## src/sorted_priority_queue_core_defines.svh

```systemverilog
// ---------------------------------------------------------------------------
// sorted priority queue assertion macros
// shared property forms, clocked on clk and disabled while rst is high
// ---------------------------------------------------------------------------
`ifndef SORTED_PRIORITY_QUEUE_CORE_DEFINES_SVH
`define SORTED_PRIORITY_QUEUE_CORE_DEFINES_SVH

// consequent checked in the same cycle as the antecedent
`define SPQ_ASSERT_IMP(lbl, ante, cons, msg) \
  lbl: assert property (@(posedge clk) disable iff (rst) (ante) |-> (cons)) else $error(msg);

// consequent checked in the cycle after the antecedent
`define SPQ_ASSERT_NXT(lbl, ante, cons, msg) \
  lbl: assert property (@(posedge clk) disable iff (rst) (ante) |=> (cons)) else $error(msg);

`endif

```

## src/spq_pkg.sv

```systemverilog
// ---------------------------------------------------------------------------
// spq_pkg
// shared types and codes of the sorted priority queue
// ---------------------------------------------------------------------------
`timescale 1ns / 1ps

package spq_pkg;

  localparam int KeyW = 32;
  localparam int CapW = 5;
  localparam logic [CapW-1:0] CapReset = 5'd16;

  localparam logic OP_INSERT = 1'b0;
  localparam logic OP_POP    = 1'b1;

  typedef enum logic [1:0] {
    STAT_DONE  = 2'd0,
    STAT_FULL  = 2'd1,
    STAT_EMPTY = 2'd2
  } status_t;

  // commands from the controller to the datapath
  typedef struct packed {
    logic load;  // capture the input beat
    logic exec;  // compare and shift all cells, write the result
  } spq_cmd_t;

endpackage

```

## src/spq_ctrl.sv

```systemverilog
// ---------------------------------------------------------------------------
// spq_ctrl
// handshake controller: accepts a beat, runs the execute state, holds result
// ---------------------------------------------------------------------------
`timescale 1ns / 1ps
`include "sorted_priority_queue_core_defines.svh"

module spq_ctrl (
  input  logic              clk,
  input  logic              rst,
  input  logic              in_valid,
  output logic              in_ready,
  output logic              out_valid,
  input  logic              out_ready,
  output spq_pkg::spq_cmd_t cmd
);
  import spq_pkg::*;

  typedef enum logic [1:0] {
    S_IDLE = 2'b01,
    S_EXEC = 2'b10
  } state_t;

  state_t state;
  state_t state_next;
  logic   out_valid_next;
  logic   accept;

  // the result register must be free, or freed this cycle, before a new beat
  // no beat is taken while in reset
  assign in_ready = !rst && (state == S_IDLE) && (!out_valid || out_ready);
  assign accept   = in_valid && in_ready;

  always_comb begin
    state_next = state;
    case (state)
      S_IDLE: begin
        if (accept) begin
          state_next = S_EXEC;
        end
      end
      S_EXEC: begin
        state_next = S_IDLE;
      end
      default: begin
        state_next = S_IDLE;
      end
    endcase
  end

  assign out_valid_next = (state == S_EXEC) || (out_valid && !out_ready);

  always_ff @(posedge clk) begin
    if (rst) begin
      state     <= S_IDLE;
      out_valid <= 1'b0;
    end else begin
      state     <= state_next;
      out_valid <= out_valid_next;
    end
  end

  assign cmd.load = accept;
  assign cmd.exec = (state == S_EXEC);

  `SPQ_ASSERT_IMP(a_exec_out_free, state == S_EXEC, !out_valid, "execute with result pending")
  `SPQ_ASSERT_NXT(a_accept_exec, accept, state == S_EXEC, "accepted beat not executed")
  `SPQ_ASSERT_NXT(a_exec_result, state == S_EXEC, out_valid && state == S_IDLE,
                  "execute did not present a result")

endmodule

```

## src/spq_dp.sv

```systemverilog
// ---------------------------------------------------------------------------
// spq_dp
// datapath: input register, row of sorted key cells, count, capacity, result
// ---------------------------------------------------------------------------
`timescale 1ns / 1ps
`include "sorted_priority_queue_core_defines.svh"

module spq_dp #(
  parameter int  DEPTH = 16,
  localparam int CntW  = $clog2(DEPTH + 1)
) (
  input  logic                              clk,
  input  logic                              rst,
  input  spq_pkg::spq_cmd_t                 cmd,
  input  logic                              operation,
  input  logic signed [spq_pkg::KeyW-1:0]   value,
  input  logic                              cfg_wen,
  input  logic        [spq_pkg::CapW-1:0]   cfg_wdata,
  output spq_pkg::status_t                  status,
  output logic signed [spq_pkg::KeyW-1:0]   popped_value,
  output logic        [CntW-1:0]            entry_count
);
  import spq_pkg::*;

  localparam int LimW = (CntW > CapW) ? CntW : CapW;

  logic                   op_r;
  logic signed [KeyW-1:0] key_r;
  logic [CapW-1:0]        capacity;
  logic [CntW-1:0]        count;
  logic signed [KeyW-1:0] entries [DEPTH];
  status_t                status_r;
  logic signed [KeyW-1:0] popped_r;

  logic [LimW-1:0] cap_ext;
  logic [LimW-1:0] limit;
  logic            full;
  logic            empty;
  logic            do_ins;
  logic            do_pop;
  logic [DEPTH-1:0] gt;

  always_ff @(posedge clk) begin
    if (cmd.load) begin
      op_r  <= operation;
      key_r <= value;
    end
  end

  always_ff @(posedge clk) begin
    if (rst) begin
      capacity <= CapReset;
    end else if (cfg_wen) begin
      capacity <= cfg_wdata;
    end
  end

  // capacity above the built depth is clamped
  assign cap_ext = LimW'(capacity);
  assign limit   = (cap_ext > LimW'(DEPTH)) ? LimW'(DEPTH) : cap_ext;
  assign full    = (LimW'(count) >= limit);
  assign empty   = (count == '0);
  assign do_ins  = cmd.exec && (op_r == OP_INSERT) && !full;
  assign do_pop  = cmd.exec && (op_r == OP_POP) && !empty;

  // each cell compares in parallel; empty slots count as greater than the key
  for (genvar i = 0; i < DEPTH; i++) begin : g_cell
    logic signed [KeyW-1:0] ins_val;
    logic signed [KeyW-1:0] pop_val;

    assign gt[i] = (CntW'(i) >= count) || (key_r < entries[i]);

    if (i == 0) begin : g_first
      assign ins_val = gt[i] ? key_r : entries[i];
    end else begin : g_rest
      assign ins_val = gt[i] ? (gt[i-1] ? entries[i-1] : key_r) : entries[i];
    end

    if (i < DEPTH - 1) begin : g_shift
      assign pop_val = entries[i+1];
    end else begin : g_top
      assign pop_val = entries[i];
    end

    always_ff @(posedge clk) begin
      if (do_ins) begin
        entries[i] <= ins_val;
      end else if (do_pop) begin
        entries[i] <= pop_val;
      end
    end
  end

  always_ff @(posedge clk) begin
    if (rst) begin
      count <= '0;
    end else if (do_ins) begin
      count <= count + 1'b1;
    end else if (do_pop) begin
      count <= count - 1'b1;
    end
  end

  always_ff @(posedge clk) begin
    if (cmd.exec) begin
      if (op_r == OP_INSERT) begin
        status_r <= full ? STAT_FULL : STAT_DONE;
      end else begin
        status_r <= empty ? STAT_EMPTY : STAT_DONE;
      end
      popped_r <= do_pop ? entries[0] : '0;
    end
  end

  assign status       = status_r;
  assign popped_value = popped_r;
  // count only moves in the execute cycle, so it holds while the result waits
  assign entry_count  = count;

  `SPQ_ASSERT_IMP(a_count_bound, 1'b1, count <= CntW'(DEPTH), "count above depth")
  `SPQ_ASSERT_NXT(a_full_hold, cmd.exec && op_r == OP_INSERT && full, $stable(count),
                  "rejected insert changed count")
  `SPQ_ASSERT_NXT(a_pop_count, do_pop, count == CntW'($past(count) - 1'b1),
                  "pop did not drop count by one")

endmodule

```

## src/sorted_priority_queue_core.sv

```systemverilog
// ---------------------------------------------------------------------------
// sorted_priority_queue_core
// sorted priority queue of signed 32-bit keys built as a row of shift cells
// ---------------------------------------------------------------------------
// Keys are kept in ascending order in DEPTH cells; an insert lands after all
// equal keys (first-in, first-out among ties) and a pop returns the smallest.
// The accept beat registers each item, and in the next cycle every cell
// compares against the key and shifts in parallel while the result register
// is loaded. A new beat is taken in the cycle the pending result is taken,
// and no new item is taken while one is executing. The capacity register
// resets to 16, is clamped to DEPTH, and should only be written while no
// item is in flight. The key cells have no reset; the count does, so no
// clearing pass is needed after reset.
`timescale 1ns / 1ps

module sorted_priority_queue_core #(
  parameter int  DEPTH = 16,
  localparam int CntW  = $clog2(DEPTH + 1)
) (
  input  logic                            clk,
  input  logic                            rst,
  input  logic                            in_valid,
  output logic                            in_ready,
  input  logic                            operation,
  input  logic signed [spq_pkg::KeyW-1:0] value,
  output logic                            out_valid,
  input  logic                            out_ready,
  output logic        [1:0]               status,
  output logic signed [spq_pkg::KeyW-1:0] popped_value,
  output logic        [CntW-1:0]          entry_count,
  input  logic                            cfg_wen,
  input  logic        [spq_pkg::CapW-1:0] cfg_wdata
);
  import spq_pkg::*;

  spq_cmd_t cmd;
  status_t  status_w;

  spq_ctrl u_ctrl (
    .clk       (clk),
    .rst       (rst),
    .in_valid  (in_valid),
    .in_ready  (in_ready),
    .out_valid (out_valid),
    .out_ready (out_ready),
    .cmd       (cmd)
  );

  spq_dp #(
    .DEPTH (DEPTH)
  ) u_dp (
    .clk          (clk),
    .rst          (rst),
    .cmd          (cmd),
    .operation    (operation),
    .value        (value),
    .cfg_wen      (cfg_wen),
    .cfg_wdata    (cfg_wdata),
    .status       (status_w),
    .popped_value (popped_value),
    .entry_count  (entry_count)
  );

  assign status = status_w;

endmodule
```

## config.mk

```make
export PLATFORM = sky130hd
export DESIGN_NAME = sorted_priority_queue_core
export DESIGN_NICKNAME = d
export VERILOG_FILES = /design/src/spq_pkg.sv /design/src/spq_ctrl.sv /design/src/spq_dp.sv /design/src/sorted_priority_queue_core.sv
export VERILOG_INCLUDE_DIRS = /design/src /design/src/src
export SDC_FILE = /design/constraint.sdc
export NUM_CORES = 2
export LEC_CHECK = 0
export ABC_AREA = 1
export BUFFER_PORTS_ARGS = -buffer_cell sky130_fd_sc_hd__buf_2
export CORE_MARGIN = 2
export CORE_UTILIZATION = 60
export DETAILED_ROUTE_END_ITERATION = 16
export PLACE_DENSITY_LB_ADDON = 0.2
export SLEW_MARGIN = 20
export SYNTH_ARGS = -nofsm -noshare
export SYNTH_HDL_FRONTEND = slang
export SYNTH_SLANG_ARGS = --single-unit
```

## constraint.sdc

```tcl
create_clock -name clk -period 8.1 [get_ports clk]
set_clock_uncertainty 0.05 [all_clocks]
set_input_delay 1.215 -clock clk [delete_from_list [all_inputs] [get_ports clk]]
set_output_delay 1.215 -clock clk [all_outputs]
set_load 0.03 [all_outputs]
```

# Word-level counts from Yosys, hierarchy flattened
# Memory sizes are Yosys's and may differ from the RTL's.
# Cells that the tools add are included.
# totals
mem_bits_rw	512
n_memories	1
out_inout_bits	41
word_cells	157
register_bits	80
# mem_list
name	words	width	rd	rd_clocked_by_memory_dff	wr	line_no	source
u_dp.entries	16	32	16	0	16	spq_dp.sv:31	logic signed [KeyW-1:0] entries [DEPTH];
# op_classes
n_eq_ne	2
n_mux	58
n_bitwise	18
add_sub_neg	2
n_reduce_logical	34
magnitude_cmp	34
# ops
cell	n
32-bit 2-to-1 mux	47
32-bit less-than comparator	16
4-bit by 5-bit greater-or-equal comparator with 1-bit output (first input constant)	8
3-bit by 5-bit greater-or-equal comparator with 1-bit output (first input constant)	4
1-bit logical OR	18
1-bit bitwise OR	16
5-bit 2-to-1 mux	3
1-bit by 5-bit greater-or-equal comparator with 1-bit output (first input constant)	2
2-bit by 5-bit greater-or-equal comparator with 1-bit output (first input constant)	2
1-bit logical AND	8
1-bit 2-to-1 mux	6
5-bit by 1-bit adder with 5-bit output (second input constant)	1
5-bit greater-or-equal comparator	1
5-bit greater-than comparator (second input constant)	1
1-bit logical NOT	5
5-bit logical NOT	1
5-bit by 1-bit subtractor with 5-bit output (second input constant)	1
2-bit 2-to-1 mux	2
2-bit by 1-bit equality test with 1-bit output (second input constant)	1
2-bit equality test (second input constant)	1
1-bit NOT	2
2-bit nonzero test	1
2-bit OR reduction	1

# Depth between registers and ports, before layout
# depth
depth_word	8
depth_mapped	19
ltp_nobuf	17

# Modules after synthesis
# From an unflattened synthesis, not the netlist that was laid out.
# hier_totals
cells_unflattened	5678
hier_area_um2	44058.5
# modules_own_cells
mod	seq_area_each_um2	instances	area_per_inst_um2	cells_each
spq_dp	17586.9	1	43918.4	5660
spq_ctrl	60.1	1	140.1	18

# Worst setup path before layout
# No wires, ideal clock.
# synth_timing
path_kind	reg-to-reg
from	register u_ctrl.state[1]
to	memory u_dp.entries[15][0], in the netlist u_dp.entries[7][32] (enable)
synth_period_minus_slack_ns	4.196
path_stages_with_launch	9
t_arrival_ns	3.755
slack_ns	3.904
setup_time_ns	0.391
cell_sequence	dfxtp_1 > inv_1 > nor2_1 > inv_1 > nor2_1 > and3_1 > clkbuf_1 > buf_1 > o21a_1
# synth_rtl
item	line_no	source
start: declaration	spq_ctrl.sv:24	state_t state;
start signal: assignment	spq_ctrl.sv:58	state <= state_next;
end: declaration	spq_dp.sv:31	

==> results by group <==
Power
  • Switching Power: 1780 uW
  • Clock power frac: 44.2%
  • Internal power: 5350 uW
  • Switch share: 25.0%
  • Pwr/cell area: 151 nW/um2
  • Leak pwr: 0.0230 uW
  • Maximum vdd ir drop: 0.184 mV
  • Seq pwr share: 47.5%
  • Gate power share: 8.2%

Synth
  • Post-synthesis adder-cell area fraction: 14.4%
  • Post-Syn Instances: 5669
  • Register area share after synthesis: 40.2%
  • Avg Cell Area, Syn: 7.74 um2
  • Area contributors post-synth: edfxtp_1, nand2_1, ha_1
  • Ys Warns: 0
  • Post-Synth XOR/XNOR Area: 0.0399%
  • Largest family of logic cells by synthesized area: simple AND/OR/NAND/NOR gates
  • #FFs+latches synth: 592
  • Yosys top cell area share: 39.6%
  • Post-synth ARST share: 0%
  • Number of flops mapped to enable cells by yosys: 579
  • Largest area contributor in the netlist: edfxtp_1
  • Synth Flop Type: edfxtp_1
  • Post-synthesis cell area: 43900 um2
  • Post-Syn Nets: 6218
  • Post-synthesis cell type count: 37
  • Mux cell area share after synthesis: 0%
  • Synth Area in Simple Gates: 31.5%
  • Compound-gate portion of the synthesized area: 4.85%

Timing
  • Final Hold Vio Count: 0
  • Fin. max-slew vios: 0
  • RSZ-0062 raised after global routing: no
  • Final min period: 4.63 ns
  • Final period utilization: 57.2%
  • Worst Max-Slew Pin Slew: 1.20 ns
  • Final setup vio count: 0
  • Setup ws final: 3.47 ns
  • Sum Neg Setup Slack: 0 ns
  • Slew HR: 20.2%
  • Worst Hold Slack: 0.423 ns
  • Fmax: 0.216 GHz

Final layout
  • Final non-filler cell area: 47200 um2
  • Share of layout cells above drive strength 1: 5.36%
  • Area occupied by multi-input gates: 22400 um2
  • Antenna diode count: 0
  • Final layout net count: 6145
  • Area Growth Syn to Fin: 7.48%
  • Most common cell after layout, fill and taps aside: nand2_1
  • Most frequent cells in the layout: nand2_1, inv_1, edfxtp_1
  • Area taken by flip-flops and latches: 17600 um2
  • Fillers: 6321

Worst setup path
  • Max incr delay on CP: 0.93 ns
  • Worst setup EP type: flip-flop
  • Startpoint types: flip-flop
  • CP top delay family: simple AND/OR/NAND/NOR gates
  • Crit path kind: flip-flop to flip-flop
  • Reg2reg start: u_dp.key_r[3]$_DFFE_PP_
  • R2R Setup Slk: 3.47 ns
  • Crit path buffers/inverters: 1
  • CP max stage cell: edfxtp_1
  • CP max FO: 33
  • CP dominant cell by count: nand2_1
  • Cell Chain, Critical Path: ha_1 -> a21oi_1 -> nand2_1 -> nand2_1 -> nand2_1 -> nand2_1 -> nand2_1 -> nand2_1 -> nand2_1 -> nand2_2 -> nand3_2 -> nand2_1 -> nand2_1 -> buf_4
  • CP Launch Point: u_dp.key_r[3]$_DFFE_PP_
  • CP required: 8.37 ns
  • CP arrival: 4.90 ns

Clock network
  • CTS tree: yes
  • Worst-Skew Late Latency: 0.63 ns
  • CTS sink cnt: 592
  • Clk root buf: clkbuf_16
  • Postcts setup bufs: 0
  • Worst-path clk slew: 0.06 ns
  • Inserted Clock Buffers: 71
  • H-tree depth: 3
  • Post-CTS Hold Fix Bufs: 0
  • Clk buf depth: 3
  • Post-CTS resize count: 0

Drt
  • Post-route DRC: 0
  • DR vias: 40000
  • Via density: 6.06
  • Wire length per cell: 19.5 um
  • First DRT Iteration DRCs: 4686
  • Detailed Routing Iterations Pass 1: 8
  • Routed WL: 129000 um
  • ANT nets after route: 0

Floorplanning
  • Die area: 75300 um2
  • Initial Util: 60.3%
  • Die Span Y: 274 um
  • Row cnt: 99
  • Num ports: 84
  • Core Region: 72700 um2
  • Die X: 274 um

Global route
  • GRT overflow: 0
  • Global-route wire length before repair: 206000 um
  • Initial antenna violation count: 0
  • Vias in the first global route: 38100
  • Largest net degree at the start of global routing: 228
  • Gr usage total: 34.0%

Status
  • Status: finished clean

Placement
  • HPWL after detailed placement: 89500 um
  • Placer congestion estimate: 0.906
  • PortBufs: 83
  • Placed Area: 45000 um2
  • Dpl ws: 3.56 ns

Hold path
  • Min-delay worst type: flip-flop to flip-flop
  • Hold_sp: u_dp.cap_ext[0]$_SDFFE_PP0P_

Job
  • Maxcap violations: 0
kinds of logic after synthesis:
kind of cell | Yosys count
buffers and inverters | 1011
AND/OR/NAND/NOR | 3147
XOR/XNOR | 2
flip-flops | 592
AO/OA/AOI/OAI | 411
adder cells (fa/ha/maj) | 506
cells in the mapped netlist, types with 2 or more instances:
library cell	number
nand2_1	1928
inv_1	680
edfxtp_1	579
nand3_1	514
ha_1	506
nand4_1	474
a21oi_1	247
clkbuf_1	203
nor2_1	166
o21ai_0	141
buf_2	102
nor3_1	32
buf_1	16
dfxtp_1	13
nand3_2	11
nor4_1	10
inv_2	8
o21a_1	7
nand3b_1	5
a211oi_1	3
o211ai_1	3
o21ai_1	3
and3_1	2
buf_4	2
xor2_1	2
path summary, 6_finish.rpt:
path | endpoint | cells after the start
max | u_dp.entries[6][1]$_DFFE_PP_ | 14
min | u_dp.cap_ext[0]$_SDFFE_PP0P_ | 2
max reg2reg | u_dp.entries[6][1]$_DFFE_PP_ | 14
min reg2reg | u_dp.cap_ext[0]$_SDFFE_PP0P_ | 2
per-stage QoR:
step	utilization [%]	cells	total power (uW)
after CTS	64.8	6608	7140
after floorplan	-	5669	3830
after detailed placement	61.8	6482	4030
final	64.8	6608	7140
after global placement	61.8	6482	4010
after global routing	64.8	6608	7320
per-layer routing:
layer | part of all wire, % | up-vias | track usage (%) | wire (um)
li1 | - | 19100 | - | -
met4 | 3.1 | 0 | 11.7 | 4030
met2 | 45 | 2052 | 54.6 | 58500
met5 | 0 | - | 0 | 0
met1 | 42 | 18600 | 46.9 | 54500
met3 | 9.4 | 282 | 5.36 | 12100
final cells by class:
type,count,share of cell area [%]
clock buffer,97,4.09
inverter,688,5.49
tap,959,2.54
multi-input combinational,4066,47.4
clock inverter,29,0.576
sequential,592,37.4
timing repair buffer,177,2.46
sequential cells by signal, summed over array words and instances (netlist names):
signal	cells
u_ctrl.out_valid	1
u_dp.op_r	1
u_dp.status	2
u_ctrl.state	2
u_dp.entry_count	5
u_dp.cap_ext	5
u_dp.entries	512
u_dp.popped_value	32
u_dp.key_r	32
power by group through the flow:
stage	combinational, uW	clock (uW)	sequential [uW]
after floorplan	356	0	3470
after global placement	554	0	3450
after detailed placement	572	0	3460
after CTS	575	3170	3390
after global routing	651	3280	3390
final	588	3160	3390
worst register-to-register path, delay by kind of cell (launching register included):
kind	cells	cell delay, ns
adder cells (fa/ha/maj)	1	0.38
AND/OR/NAND/NOR	11	2.44
AO/OA/AOI/OAI	1	0.18
flip-flops	1	0.93
buffers and inverters	1	0.33
Note: power is estimated with default switching activity, not from simulation.
